**src/hw/rtl/lbcm_pkg.sv**
```systemverilog
// Shared constants, types and state codes for the line break coordinate map.
package lbcm_pkg;

  localparam int MAX_BREAKS = 64;
  localparam int IDX_W      = $clog2(MAX_BREAKS);
  localparam int CNT_W      = $clog2(MAX_BREAKS + 1);

  localparam int LINE_W  = 24;
  localparam int CUR_W   = 23;
  localparam int FILE_W  = 8;
  localparam int MLINE_W = 25;

  // One break of the table.
  typedef struct packed {
    logic [CUR_W-1:0]          start;
    logic signed [MLINE_W-1:0] offset;
    logic [FILE_W-1:0]         file;
  } entry_t;

  // Write command from the sequencer to the table.
  typedef struct packed {
    logic             en;
    logic             append;
    logic [IDX_W-1:0] idx;
    entry_t           data;
  } tbl_wr_t;

  typedef enum logic [1:0] {
    ST_IDLE,
    ST_WALK,
    ST_ADD,
    ST_DONE
  } state_t;

  localparam logic MODE_MAP = 1'b0;
  localparam logic MODE_ADD = 1'b1;

  localparam logic STATUS_OK   = 1'b0;
  localparam logic STATUS_FULL = 1'b1;

endpackage

```
**src/hw/rtl/lbcm_if.sv**
```systemverilog
// Request and result channel interfaces of the line break coordinate map.
interface lbcm_in_if;
  logic        valid;
  logic        ready;
  logic        mode;
  logic signed [23:0] line;
  logic [22:0] current_line;
  logic [7:0]  file_id;

  modport source (output valid, mode, line, current_line, file_id, input ready);
  modport sink   (input valid, mode, line, current_line, file_id, output ready);
endinterface

interface lbcm_out_if;
  logic        valid;
  logic        ready;
  logic signed [24:0] mapped_line;
  logic [7:0]  mapped_file;
  logic        no_file;
  logic        status;

  modport source (output valid, mapped_line, mapped_file, no_file, status, input ready);
  modport sink   (input valid, mapped_line, mapped_file, no_file, status, output ready);
endinterface

```
**src/hw/rtl/lbcm_table.sv**
```systemverilog
// Break table storage: entry memory, the first entry's registers and the fill count.
module lbcm_table (
  input  logic                              clk,
  input  logic                              rst,
  input  logic                              cfg_wr_en,
  input  logic [lbcm_pkg::FILE_W-1:0]       cfg_wr_data,
  input  logic [lbcm_pkg::IDX_W-1:0]        rd_addr,
  input  lbcm_pkg::tbl_wr_t                 wr,
  output lbcm_pkg::entry_t                  rd_entry,
  output logic [lbcm_pkg::CNT_W-1:0]        count
);
  import lbcm_pkg::*;

  entry_t                    mem [MAX_BREAKS];
  entry_t                    mem_q;
  logic                      rd_is0;
  logic signed [MLINE_W-1:0] e0_offset;
  logic [FILE_W-1:0]         e0_file;
  logic                      add_seen;

  // Entry 0 lives in registers since its reset value is defined; the memory
  // only ever holds entries below the fill count.
  always_ff @(posedge clk) begin
    if (wr.en && (wr.idx != '0)) begin
      mem[wr.idx] <= wr.data;
    end
    mem_q  <= mem[rd_addr];
    rd_is0 <= (rd_addr == '0);
  end

  always_ff @(posedge clk) begin
    if (rst) begin
      e0_offset <= '0;
      e0_file   <= '0;
      add_seen  <= 1'b0;
      count     <= CNT_W'(1);
    end else begin
      if (wr.en) begin
        add_seen <= 1'b1;
        if (wr.append) begin
          count <= count + CNT_W'(1);
        end
        if (wr.idx == '0) begin
          e0_offset <= wr.data.offset;
          e0_file   <= wr.data.file;
        end
      end else if (cfg_wr_en && !add_seen) begin
        e0_file <= cfg_wr_data;
      end
    end
  end

  always_comb begin
    if (rd_is0) begin
      rd_entry.start  = CUR_W'(1);
      rd_entry.offset = e0_offset;
      rd_entry.file   = e0_file;
    end else begin
      rd_entry = mem_q;
    end
  end

endmodule

```
**src/hw/rtl/lbcm_ctrl.sv**
```systemverilog
// Sequencer with the shared subtract unit, walk counter and result register.
module lbcm_ctrl (
  input  logic                              clk,
  input  logic                              rst,
  lbcm_in_if.sink                           in_ch,
  lbcm_out_if.source                        out_ch,
  input  logic [lbcm_pkg::CNT_W-1:0]        count,
  input  lbcm_pkg::entry_t                  rd_entry,
  output logic [lbcm_pkg::IDX_W-1:0]        rd_addr,
  output lbcm_pkg::tbl_wr_t                 wr
);
  import lbcm_pkg::*;

  state_t                    state, state_next;
  logic [IDX_W-1:0]          walk_idx;
  logic [IDX_W-1:0]          newest;
  logic signed [LINE_W-1:0]  req_line;
  logic [CUR_W-1:0]          req_cur;
  logic [FILE_W-1:0]         req_fid;

  logic signed [MLINE_W-1:0] res_line;
  logic [FILE_W-1:0]         res_file;
  logic                      res_nofile;
  logic                      res_status;

  logic signed [MLINE_W-1:0] out_line;
  logic [FILE_W-1:0]         out_file;
  logic                      out_nofile;
  logic                      out_status;
  logic                      out_valid;

  logic signed [MLINE_W-1:0] sub_a, sub_b, sub_y;
  logic signed [MLINE_W-1:0] line_ext;
  logic                      accept, nonpos, walk_more;
  logic                      res_load, out_load;
  logic signed [MLINE_W-1:0] res_line_next;
  logic [FILE_W-1:0]         res_file_next;
  logic                      res_nofile_next, res_status_next;

  assign newest   = IDX_W'(count - CNT_W'(1));
  assign line_ext = MLINE_W'(req_line);
  assign nonpos   = in_ch.line[LINE_W-1] || (in_ch.line == '0);
  // The walk moves on while the entry starts beyond the line; entry 0 starts at 1.
  assign walk_more = ({1'b0, rd_entry.start} > $unsigned(req_line));

  // Shared subtractor: mapped line in a walk, new offset in an add.
  always_comb begin
    if (state == ST_ADD) begin
      sub_a = MLINE_W'({2'b00, req_cur});
      sub_b = line_ext;
    end else begin
      sub_a = line_ext;
      sub_b = rd_entry.offset;
    end
  end
  assign sub_y = sub_a - sub_b;

  always_comb begin
    state_next      = state;
    in_ch.ready     = (state == ST_IDLE);
    accept          = in_ch.valid && (state == ST_IDLE);
    rd_addr         = (state == ST_WALK) ? (walk_idx - IDX_W'(1)) : newest;
    wr              = '0;
    res_load        = 1'b0;
    res_line_next   = '0;
    res_file_next   = '0;
    res_nofile_next = 1'b0;
    res_status_next = STATUS_OK;
    out_load        = 1'b0;
    case (state)
      ST_IDLE: begin
        if (accept) begin
          if (in_ch.mode == MODE_ADD) begin
            state_next = ST_ADD;
          end else if (nonpos) begin
            res_load        = 1'b1;
            res_line_next   = MLINE_W'(in_ch.line);
            res_nofile_next = 1'b1;
            state_next      = ST_DONE;
          end else begin
            state_next = ST_WALK;
          end
        end
      end
      ST_WALK: begin
        if (!walk_more) begin
          res_load      = 1'b1;
          res_line_next = sub_y;
          res_file_next = rd_entry.file;
          state_next    = ST_DONE;
        end
      end
      ST_ADD: begin
        res_load        = 1'b1;
        wr.data.start   = req_cur;
        wr.data.offset  = sub_y;
        wr.data.file    = req_fid;
        if (rd_entry.start == req_cur) begin
          wr.en  = 1'b1;
          wr.idx = newest;
        end else if (count == CNT_W'(MAX_BREAKS)) begin
          res_status_next = STATUS_FULL;
        end else begin
          wr.en     = 1'b1;
          wr.append = 1'b1;
          wr.idx    = IDX_W'(count);
        end
        state_next = ST_DONE;
      end
      ST_DONE: begin
        if (!out_valid || out_ch.ready) begin
          out_load   = 1'b1;
          state_next = ST_IDLE;
        end
      end
      default: begin
        state_next = ST_IDLE;
      end
    endcase
  end

  always_ff @(posedge clk) begin
    if (rst) begin
      state <= ST_IDLE;
    end else begin
      state <= state_next;
    end
  end

  always_ff @(posedge clk) begin
    if (accept) begin
      req_line <= in_ch.line;
      req_cur  <= in_ch.current_line;
      req_fid  <= in_ch.file_id;
      walk_idx <= newest;
    end else if ((state == ST_WALK) && walk_more) begin
      walk_idx <= walk_idx - IDX_W'(1);
    end
    if (res_load) begin
      res_line   <= res_line_next;
      res_file   <= res_file_next;
      res_nofile <= res_nofile_next;
      res_status <= res_status_next;
    end
    if (out_load) begin
      out_line   <= res_line;
      out_file   <= res_file;
      out_nofile <= res_nofile;
      out_status <= res_status;
    end
  end

  always_ff @(posedge clk) begin
    if (rst) begin
      out_valid <= 1'b0;
    end else if (out_load) begin
      out_valid <= 1'b1;
    end else if (out_ch.ready) begin
      out_valid <= 1'b0;
    end
  end

  assign out_ch.valid       = out_valid;
  assign out_ch.mapped_line = out_line;
  assign out_ch.mapped_file = out_file;
  assign out_ch.no_file     = out_nofile;
  assign out_ch.status      = out_status;

endmodule

```
**src/hw/rtl/line_break_coordinate_map_top.sv**
```systemverilog
// Top level of the line break coordinate map: table storage plus sequencer.
//
// The block keeps a table of line breaks and answers one result per request.
// A request on in_ch either maps a cumulative line (mode 0) to a line within
// its file plus a file id, or adds a break (mode 1). Results leave on out_ch.
// Both channels use valid/ready; a request moves at an edge where both are high.
// The cfg_wr_en/cfg_wr_data port writes the start file id, which also sets the
// file id of the first break until the first add has been taken.
//
// Requests are handled one at a time. A map walks back from the newest break,
// one table entry per cycle through the single read port of the break memory,
// skipping each break that starts beyond the line (at most 63), and then loads
// the result register. A nonpositive line loads the result register at once; an
// add reads the newest break, then writes the table and the result register.
// The next request is taken once the result has moved to the output register.
// in_ch.ready is high only while the sequencer is idle.
// The result sits in an output register, so a new request is taken while an
// earlier result still waits; if the receiver stalls, the next result is held
// inside the sequencer until the output register frees up.
// Reset leaves one break (start 1, offset 0, file id 0) and no result pending.
module line_break_coordinate_map_top (
  input  logic                        clk,
  input  logic                        rst,
  lbcm_in_if.sink                     in_ch,
  lbcm_out_if.source                  out_ch,
  input  logic                        cfg_wr_en,
  input  logic [lbcm_pkg::FILE_W-1:0] cfg_wr_data
);
  import lbcm_pkg::*;

  logic [IDX_W-1:0] rd_addr;
  logic [CNT_W-1:0] count;
  entry_t           rd_entry;
  tbl_wr_t          wr;

  // Break storage; the read data always belongs to the address of the prior cycle.
  lbcm_table u_table (
    .clk         (clk),
    .rst         (rst),
    .cfg_wr_en   (cfg_wr_en),
    .cfg_wr_data (cfg_wr_data),
    .rd_addr     (rd_addr),
    .wr          (wr),
    .rd_entry    (rd_entry),
    .count       (count)
  );

  // Sequencer that walks the table and owns the output register.
  lbcm_ctrl u_ctrl (
    .clk      (clk),
    .rst      (rst),
    .in_ch    (in_ch),
    .out_ch   (out_ch),
    .count    (count),
    .rd_entry (rd_entry),
    .rd_addr  (rd_addr),
    .wr       (wr)
  );

endmodule

```
**src/flat_wrapper.sv**
```systemverilog
// flat-port wrapper written by rule: the top's interface ports become plain ports
module line_break_coordinate_map_top_flat import lbcm_pkg::*;
  (clk, rst, cfg_wr_en, cfg_wr_data, in_ch_valid, in_ch_mode, in_ch_line, in_ch_current_line, in_ch_file_id, in_ch_ready, out_ch_valid, out_ch_mapped_line, out_ch_mapped_file, out_ch_no_file, out_ch_status, out_ch_ready);
  lbcm_in_if in_ch_i ();
  lbcm_out_if out_ch_i ();
  input  logic clk;
  input  logic rst;
  input  logic cfg_wr_en;
  input  logic [lbcm_pkg::FILE_W-1:0] cfg_wr_data;
  input wire logic [$bits(in_ch_i.valid)-1:0] in_ch_valid;
  input wire logic [$bits(in_ch_i.mode)-1:0] in_ch_mode;
  input wire logic [$bits(in_ch_i.line)-1:0] in_ch_line;
  input wire logic [$bits(in_ch_i.current_line)-1:0] in_ch_current_line;
  input wire logic [$bits(in_ch_i.file_id)-1:0] in_ch_file_id;
  output wire logic [$bits(in_ch_i.ready)-1:0] in_ch_ready;
  output wire logic [$bits(out_ch_i.valid)-1:0] out_ch_valid;
  output wire logic [$bits(out_ch_i.mapped_line)-1:0] out_ch_mapped_line;
  output wire logic [$bits(out_ch_i.mapped_file)-1:0] out_ch_mapped_file;
  output wire logic [$bits(out_ch_i.no_file)-1:0] out_ch_no_file;
  output wire logic [$bits(out_ch_i.status)-1:0] out_ch_status;
  input wire logic [$bits(out_ch_i.ready)-1:0] out_ch_ready;
  assign in_ch_i.valid = in_ch_valid;
  assign in_ch_i.mode = in_ch_mode;
  assign in_ch_i.line = in_ch_line;
  assign in_ch_i.current_line = in_ch_current_line;
  assign in_ch_i.file_id = in_ch_file_id;
  assign in_ch_ready = in_ch_i.ready;
  assign out_ch_valid = out_ch_i.valid;
  assign out_ch_mapped_line = out_ch_i.mapped_line;
  assign out_ch_mapped_file = out_ch_i.mapped_file;
  assign out_ch_no_file = out_ch_i.no_file;
  assign out_ch_status = out_ch_i.status;
  assign out_ch_i.ready = out_ch_ready;
  line_break_coordinate_map_top u_core (.clk(clk), .rst(rst), .in_ch(in_ch_i), .out_ch(out_ch_i), .cfg_wr_en(cfg_wr_en), .cfg_wr_data(cfg_wr_data));
endmodule
```
**config.mk**
```make
export PLATFORM = sky130hd
export DESIGN_NAME = line_break_coordinate_map_top_flat
export DESIGN_NICKNAME = d
export VERILOG_FILES = /design/src/hw/rtl/lbcm_pkg.sv /design/src/hw/rtl/lbcm_if.sv /design/src/hw/rtl/lbcm_table.sv /design/src/hw/rtl/lbcm_ctrl.sv /design/src/hw/rtl/line_break_coordinate_map_top.sv /design/src/flat_wrapper.sv
export SDC_FILE = /design/constraint.sdc
export NUM_CORES = 2
export LEC_CHECK = 0
export BUFFER_PORTS_ARGS = -buffer_cell sky130_fd_sc_hd__buf_2
export CORE_MARGIN = 4
export CORE_UTILIZATION = 50
export DETAILED_ROUTE_END_ITERATION = 10
export GPL_ROUTABILITY_DRIVEN = 0
export PLACE_DENSITY = 0.7
export SETUP_SLACK_MARGIN = 0.5
export SYNTH_ARGS = -nofsm -noshare
export SYNTH_HDL_FRONTEND = slang
export SYNTH_SLANG_ARGS = --single-unit
```
**constraint.sdc**
```tcl
create_clock -name clk -period 6.2 [get_ports clk]
set_clock_uncertainty 0.05 [all_clocks]
set_input_delay 0.31 -clock clk [delete_from_list [all_inputs] [get_ports clk]]
set_output_delay 0.31 -clock clk [all_outputs]
set_load 0.01 [all_outputs]
```
* Yosys cells after proc, flatten, opt, wreduce, memory -nomap -nowiden
Memories as Yosys holds them, arrays and structs flattened. A register that Yosys moved wholly into a read port is not among the register bits.
Cells that the tools add are included.
** Word-level totals
- Logic and storage cells :: 95
- Output and inout bits :: 37
- Bits in writable memories :: 3584
- Bits of input ports :: 69
- Memories kept :: 1
- Bits in registers :: 176
** Cells by class
- Muxes and demuxes :: 37
- Reductions and logical operators :: 22
- Magnitude comparators :: 1
- Eq/ne operators :: 9
- $add $sub $neg :: 4
- Bitwise logic cells :: 2
** Memories
- u_core.u_table.mem :: depth 64, width 56, read ports 1, clocked after Yosys merged registers in 1, wr ports 1, line lbcm_table.sv:14 : entry_t mem [MAX_BREAKS];
** Operators by type and width (count)
- $mux W25 :: 6
- $mux W64 :: 1
- $mux W56 :: 1
- $pmux W25 S2 :: 1
- $mux W8 :: 4
- $sub A25 B25 Y25 :: 1
- $gt A23 B24 Y1 :: 1
- $logic_not A24 Y1 :: 1
- $mux W6 :: 4
- $eq A23 B23 Y1 :: 1
- $mux W1 :: 13
- $logic_not A6 Y1 :: 2
- $sub A6 B1 Y6 const B :: 2
- $mux W2 :: 5
- $pmux W2 S4 :: 1
- $add A7 B1 Y7 const B :: 1
- $eq A7 B7 Y1 const B :: 1
- $reduce_and A2 Y1 :: 3
- $reduce_bool A2 Y1 :: 3
- $reduce_bool A6 Y1 :: 1
- $eq A2 B2 Y1 const B :: 2
- $logic_and A1 B1 Y1 :: 4
- $ne A2 B1 Y1 const B :: 2
- $ne A2 B2 Y1 const B :: 2
- 8 further kinds :: 12

* Logic depth before layout (Yosys ltp)
- Depth in word-level cells :: 8
- Gate-level depth with buffers :: 17
- Depth with buffers taken out :: 14

* Cells and area by module
From an unflattened synthesis, not the netlist that was laid out.
** Unflattened totals
- Cell total of the unflattened synthesis :: 6797
- Area, all modules :: 146750.7 um^2
** By module, submodules not included
- lbcm_table :: sequential area each 109585.1 um^2, times used 1, area each 138828.1 um^2, cells an instance 6108
- lbcm_ctrl :: sequential area each 3993.8 um^2, times used 1, area each 7922.6 um^2, cells an instance 689

* Least setup slack after synthesis
No wires, ideal clock.
- Path type :: reg-to-reg
- Start :: register u_core.u_ctrl.state[0]
- End :: memory u_core.u_table.mem[0][18] (netlist name) (data pin)
- Arrival :: 5.981 ns
- Setup slack :: -0.522 ns
- Data required time :: 5.460 ns
- Period minus slack after synthesis :: 6.722 ns
- Cell stages (with the launch flop) :: 15
- Cells stage by stage :: dfxtp_1 > inv_1 > ha_1 > clkbuf_1 > clkbuf_1 > and2_1 > a21oi_1 > ha_1 > fa_1 > nand2b_1 > a21oi_1 > o211ai_1 > nand2_1 > nor2_1 > nor3_1
** RTL lines
- from (decl) :: line lbcm_ctrl.sv:14 : state_t state, state_next;
- from (signal assigned) :: line lbcm_ctrl.sv:126 : state <= state_next;
- to (decl) :: line lbcm_table.sv:14

==> impl_metrics.csv <==
group,metric,value,unit
detailed_routing,drcViolationCount,0,
flow_run,maxCapViolations,0,
sta,finalSetupViolations,0,
power_and_ir_drop,pwr-share-clk,0.229,
sta,hold_violations,0,
detailed_routing,num_vias,77600,
detailed_routing,first_pass_iters,8,
clocking,cts_tree,"built",
detailed_routing,dr.first_iter.drc_count,12300,
final_layout,final_nets,7794,
clocking,clk_pin_slew_worst_paths,0.06,ns
setup_path,cp_num_buf_inv,2,
synth,synth_cell_types,71,
setup_path,cpPeakStageDelay,0.93,ns
die,initial_utilization,0.502,
synth,ys_warn_count,0,
setup_path,slowest_stage,"and2_2",
synth,avgSynthCellArea,20.9,um^2
sta,timing.fmax,0.192,GHz
setup_path,crit_arrival,5.71,ns
sta,grt_setup_unrepaired,"false",
setup_path,cp-startpoint,"u_core.u_ctrl.state[0]",
setup_path,path_class,"reg -> reg",
die,rows,200,
placement,dp_slack,1.09,ns
synth,synth_cells,7131,
die,die_area,307000,um^2
final_layout,fin_cells,11900,
placement,numPortBuffers,105,
power_and_ir_drop,ir_drop,0.580,mV
clocking,cts-root-buf,"clkbuf_16",
global_routing,grt_overflow,0,
sta,slew_viol_final,0,
setup_path,required,6.69,ns
global_routing,grt_pass1_vias,76700,
die,die_w,554,um
detailed_routing,via_per_inst,6.50,
run_status,outcome,"finished clean",
clocking,cts.sinks,3816,
power_and_ir_drop,p_seq_frac,0.337,
die,ios,106,
power_and_ir_drop,finalPower,98800,uW
detailed_routing,route.detailed.wl_per_inst,33.7,um
setup_path,worst-r2r-setup-slack,0.98,ns
setup_path,rr_worst_depth,15,
power_and_ir_drop,swShare,0.367,
synth,async_flop_share,0,
sta,maxSlewHeadroom,0.0767,
setup_path,path_delay_family,"simple AND/OR/NAND/NOR gates",
synth,post-synth-top-count-cell,"edfxtp_1",
clocking,clock_latency,0.95,ns
global_routing,grt_usage,0.259,
sta,setup_ws,0.982,ns
placement,placedCellCount,11100,
global_routing,antenna_found_initial,17,
min_path,hp-class,"in -> reg",
setup_path,setup.worst_path.end,"u_core.u_table.mem[27][20]",
detailed_routing,postRouteAntennaNets,0,
sta,final.setup.tns,0,ns
setup_path,crit_fanout,64,
setup_path,crit_path_start_kind,"register",
synth,ys_ff_latch,3816,
synth,ys.flop_type,"edfxtp_1",
power_and_ir_drop,p_switching,36300,uW
setup_path,path_cells,"inv_1, ha_2, buf_4, and2_2, a21oi_1, ha_1, fa_1, nand2b_1, a21oi_1, o211ai_1, a21boi_0, o21ai_0, nand3_1, nor2b_1, and2_2",
power_and_ir_drop,p_per_area,580,nW/um^2
synth,netlist_area,149000,um^2
global_routing,grt_pass1_wl,570000,um
power_and_ir_drop,p_leak,0.0545,uW
setup_path,rr_endpoint,"u_core.u_table.mem[27][20]",
clocking,post_cts_buffers,0,
placement,hpwlAfterDp,226000,um
sta,fin_crit,5.22,ns
synth,netlist_top_cells_area,"edfxtp_1 75%, mux4_2 14%, a211oi_1 2.0%, mux2i_1 1.8%, dfxtp_1 1.4%",
clocking,htreeDepth,5,
synth,synth_top_area_frac,0.748,
power_and_ir_drop,p_comb_frac,0.434,
die,core-area,297000,um^2
sta,finalCritPeriodShare,0.842,
setup_path,end_kind,"register",
final_layout,drive_gt1_frac,0.250,
synth,yosysSeqAreaShare,0.761,
clocking,numCtsBuffers,377,
setup_path,crit_cells,15,
setup_path,reg2reg_from,"u_core.u_ctrl.state[0]",
synth,yosys-top-cells-count,"3715 x edfxtp_1, 896 x mux4_2, 396 x a211oi_1, 307 x a21oi_1, 267 x mux2i_1",
global_routing,grt_max_degree,91,
sta,tightest_slew,1.39,ns
clocking,ctsLongestPathBuffers,4,
die,dieHeight,554,um
detailed_routing,routed_wl,402000,um
final_layout,area_growth,14.2,%
synth,yosys.area.top_type,"edfxtp_1",
synth,synth_edf_count,3715,
power_and_ir_drop,p_int,62600,uW
[worst min path at each step]
stage	to	cells past startpoint	from
global placement	u_core.u_table.e0_offset[10]	2	u_core.u_table.e0_offset[10]
global route	u_core.u_ctrl.req_fid[1]	2	in_ch_file_id[1]
detailed placement	u_core.u_ctrl.out_ch.mapped_file[2]	0	u_core.u_ctrl.res_file[2]
floorplan	u_core.u_ctrl.out_ch.mapped_file[0]	0	u_core.u_ctrl.res_file[0]
CTS	u_core.u_ctrl.req_fid[1]	2	in_ch_file_id[1]
finish	u_core.u_ctrl.req_fid[1]	2	in_ch_file_id[1]
[power groups by stage]
stage | Combinational, uW | Clock, uW | Sequential (uW)
floorplan | 27900 | 0 | 33300
global placement | 42000 | 0 | 33800
detailed placement | 42500 | 0 | 33800
CTS | 42900 | 23000 | 33300
global route | 45200 | 24100 | 33300
finish | 42900 | 22700 | 33300
[metal layers]
metal  part of all wire  global-route usage
met1               0.37               0.359
met2               0.47               0.406
met3               0.11              0.0545
met4              0.046               0.105
met5            0.00016                   0
[through the flow]
stage                util  area (um^2)  hold WS (ns)
global route        0.573       170000        0.0548
floorplan               -       149000         0.350
global placement    0.529       157000         0.395
finish              0.573       170000        0.0696
CTS                 0.573       170000      0.000557
detailed placement  0.529       157000         0.395
[cell type report]
cell class / count / area, um^2
tap: 3939 / 4930
multi-input combinational: 2898 / 34500
sequential: 3816 / 114000
antenna: 4 / 10.0
clock buffer: 474 / 10100
timing repair buffer: 518 / 4770
inverter: 57 / 214
clock inverter: 219 / 2260
fill: 21000 / 127000
[state kept, by name, indices dropped and copies added (netlist names), 7 cells and up]
name / cells
u_core.u_table.e0_offset: 25
u_core.u_table.mem: 3584
u_core.u_ctrl.req_cur: 23
u_core.u_ctrl.res_file: 8
u_core.u_table.e0_file: 8
u_core.u_table.count: 7
u_core.u_ctrl.out_ch.mapped_file: 8
u_core.u_ctrl.req_fid: 8
u_core.u_ctrl.res_line: 25
u_core.u_table.mem_q: 56
u_core.u_ctrl.req_line: 24
u_core.u_ctrl.out_ch.mapped_line: 25
[logic make-up (layout without fill, tap and decap cells)]
family | count (synthesis) | after routing | share of synthesized area
simple gates | 675 | 675 | 0.0243
mux | 1164 | 1164 | 0.153
other cells | 1 | 60 | 0.0000251
fa+ha+maj | 57 | 57 | 0.00483
flops | 3816 | 3816 | 0.761
xor+xnor | 52 | 52 | 0.00305
buf+inv | 472 | 1268 | 0.0133
compound gates | 894 | 894 | 0.0397
[worst reg2reg max path, delay by kind of cell (launching register included)]
family,cells,cell delay [ns]
buf+inv,2,0.51
fa+ha+maj,3,0.93
flops,1,0.34
compound gates,5,1.24
simple gates,5,1.69
[cell usage in the layout, fill, tap and decap left out, types with 13 or more instances in the layout]
master / count
nor2_4: 67
nand4_1: 13
a21o_1: 34
nand3_1: 32
conb_1: 56
o21ai_0: 45
bufinv_16: 35
clkinv_1: 81
buf_4: 249
inv_1: 54
clkbuf_1: 74
ha_1: 54
buf_12: 73
nor2_1: 93
clkbuf_16: 381
and2_2: 41
edfxtp_1: 3715
clkbuf_8: 19
dfxtp_1: 100
o211ai_1: 13
dlygate4sd3_1: 91
a211oi_1: 396
clkinv_2: 66
mux2i_1: 265
buf_2: 105
xnor2_1: 42
a21oi_1: 303
nor2b_1: 258
nand2_1: 92
a22o_1: 20
mux4_2: 896
clkinvlp_4: 13
[repair_timing]
action,in CTS,in global routing
gates resized for setup,0,0
endpoints found under the hold margin,121,0
hold buffers,91,0
No activity file was read; power rests on OpenSTA's default activity.
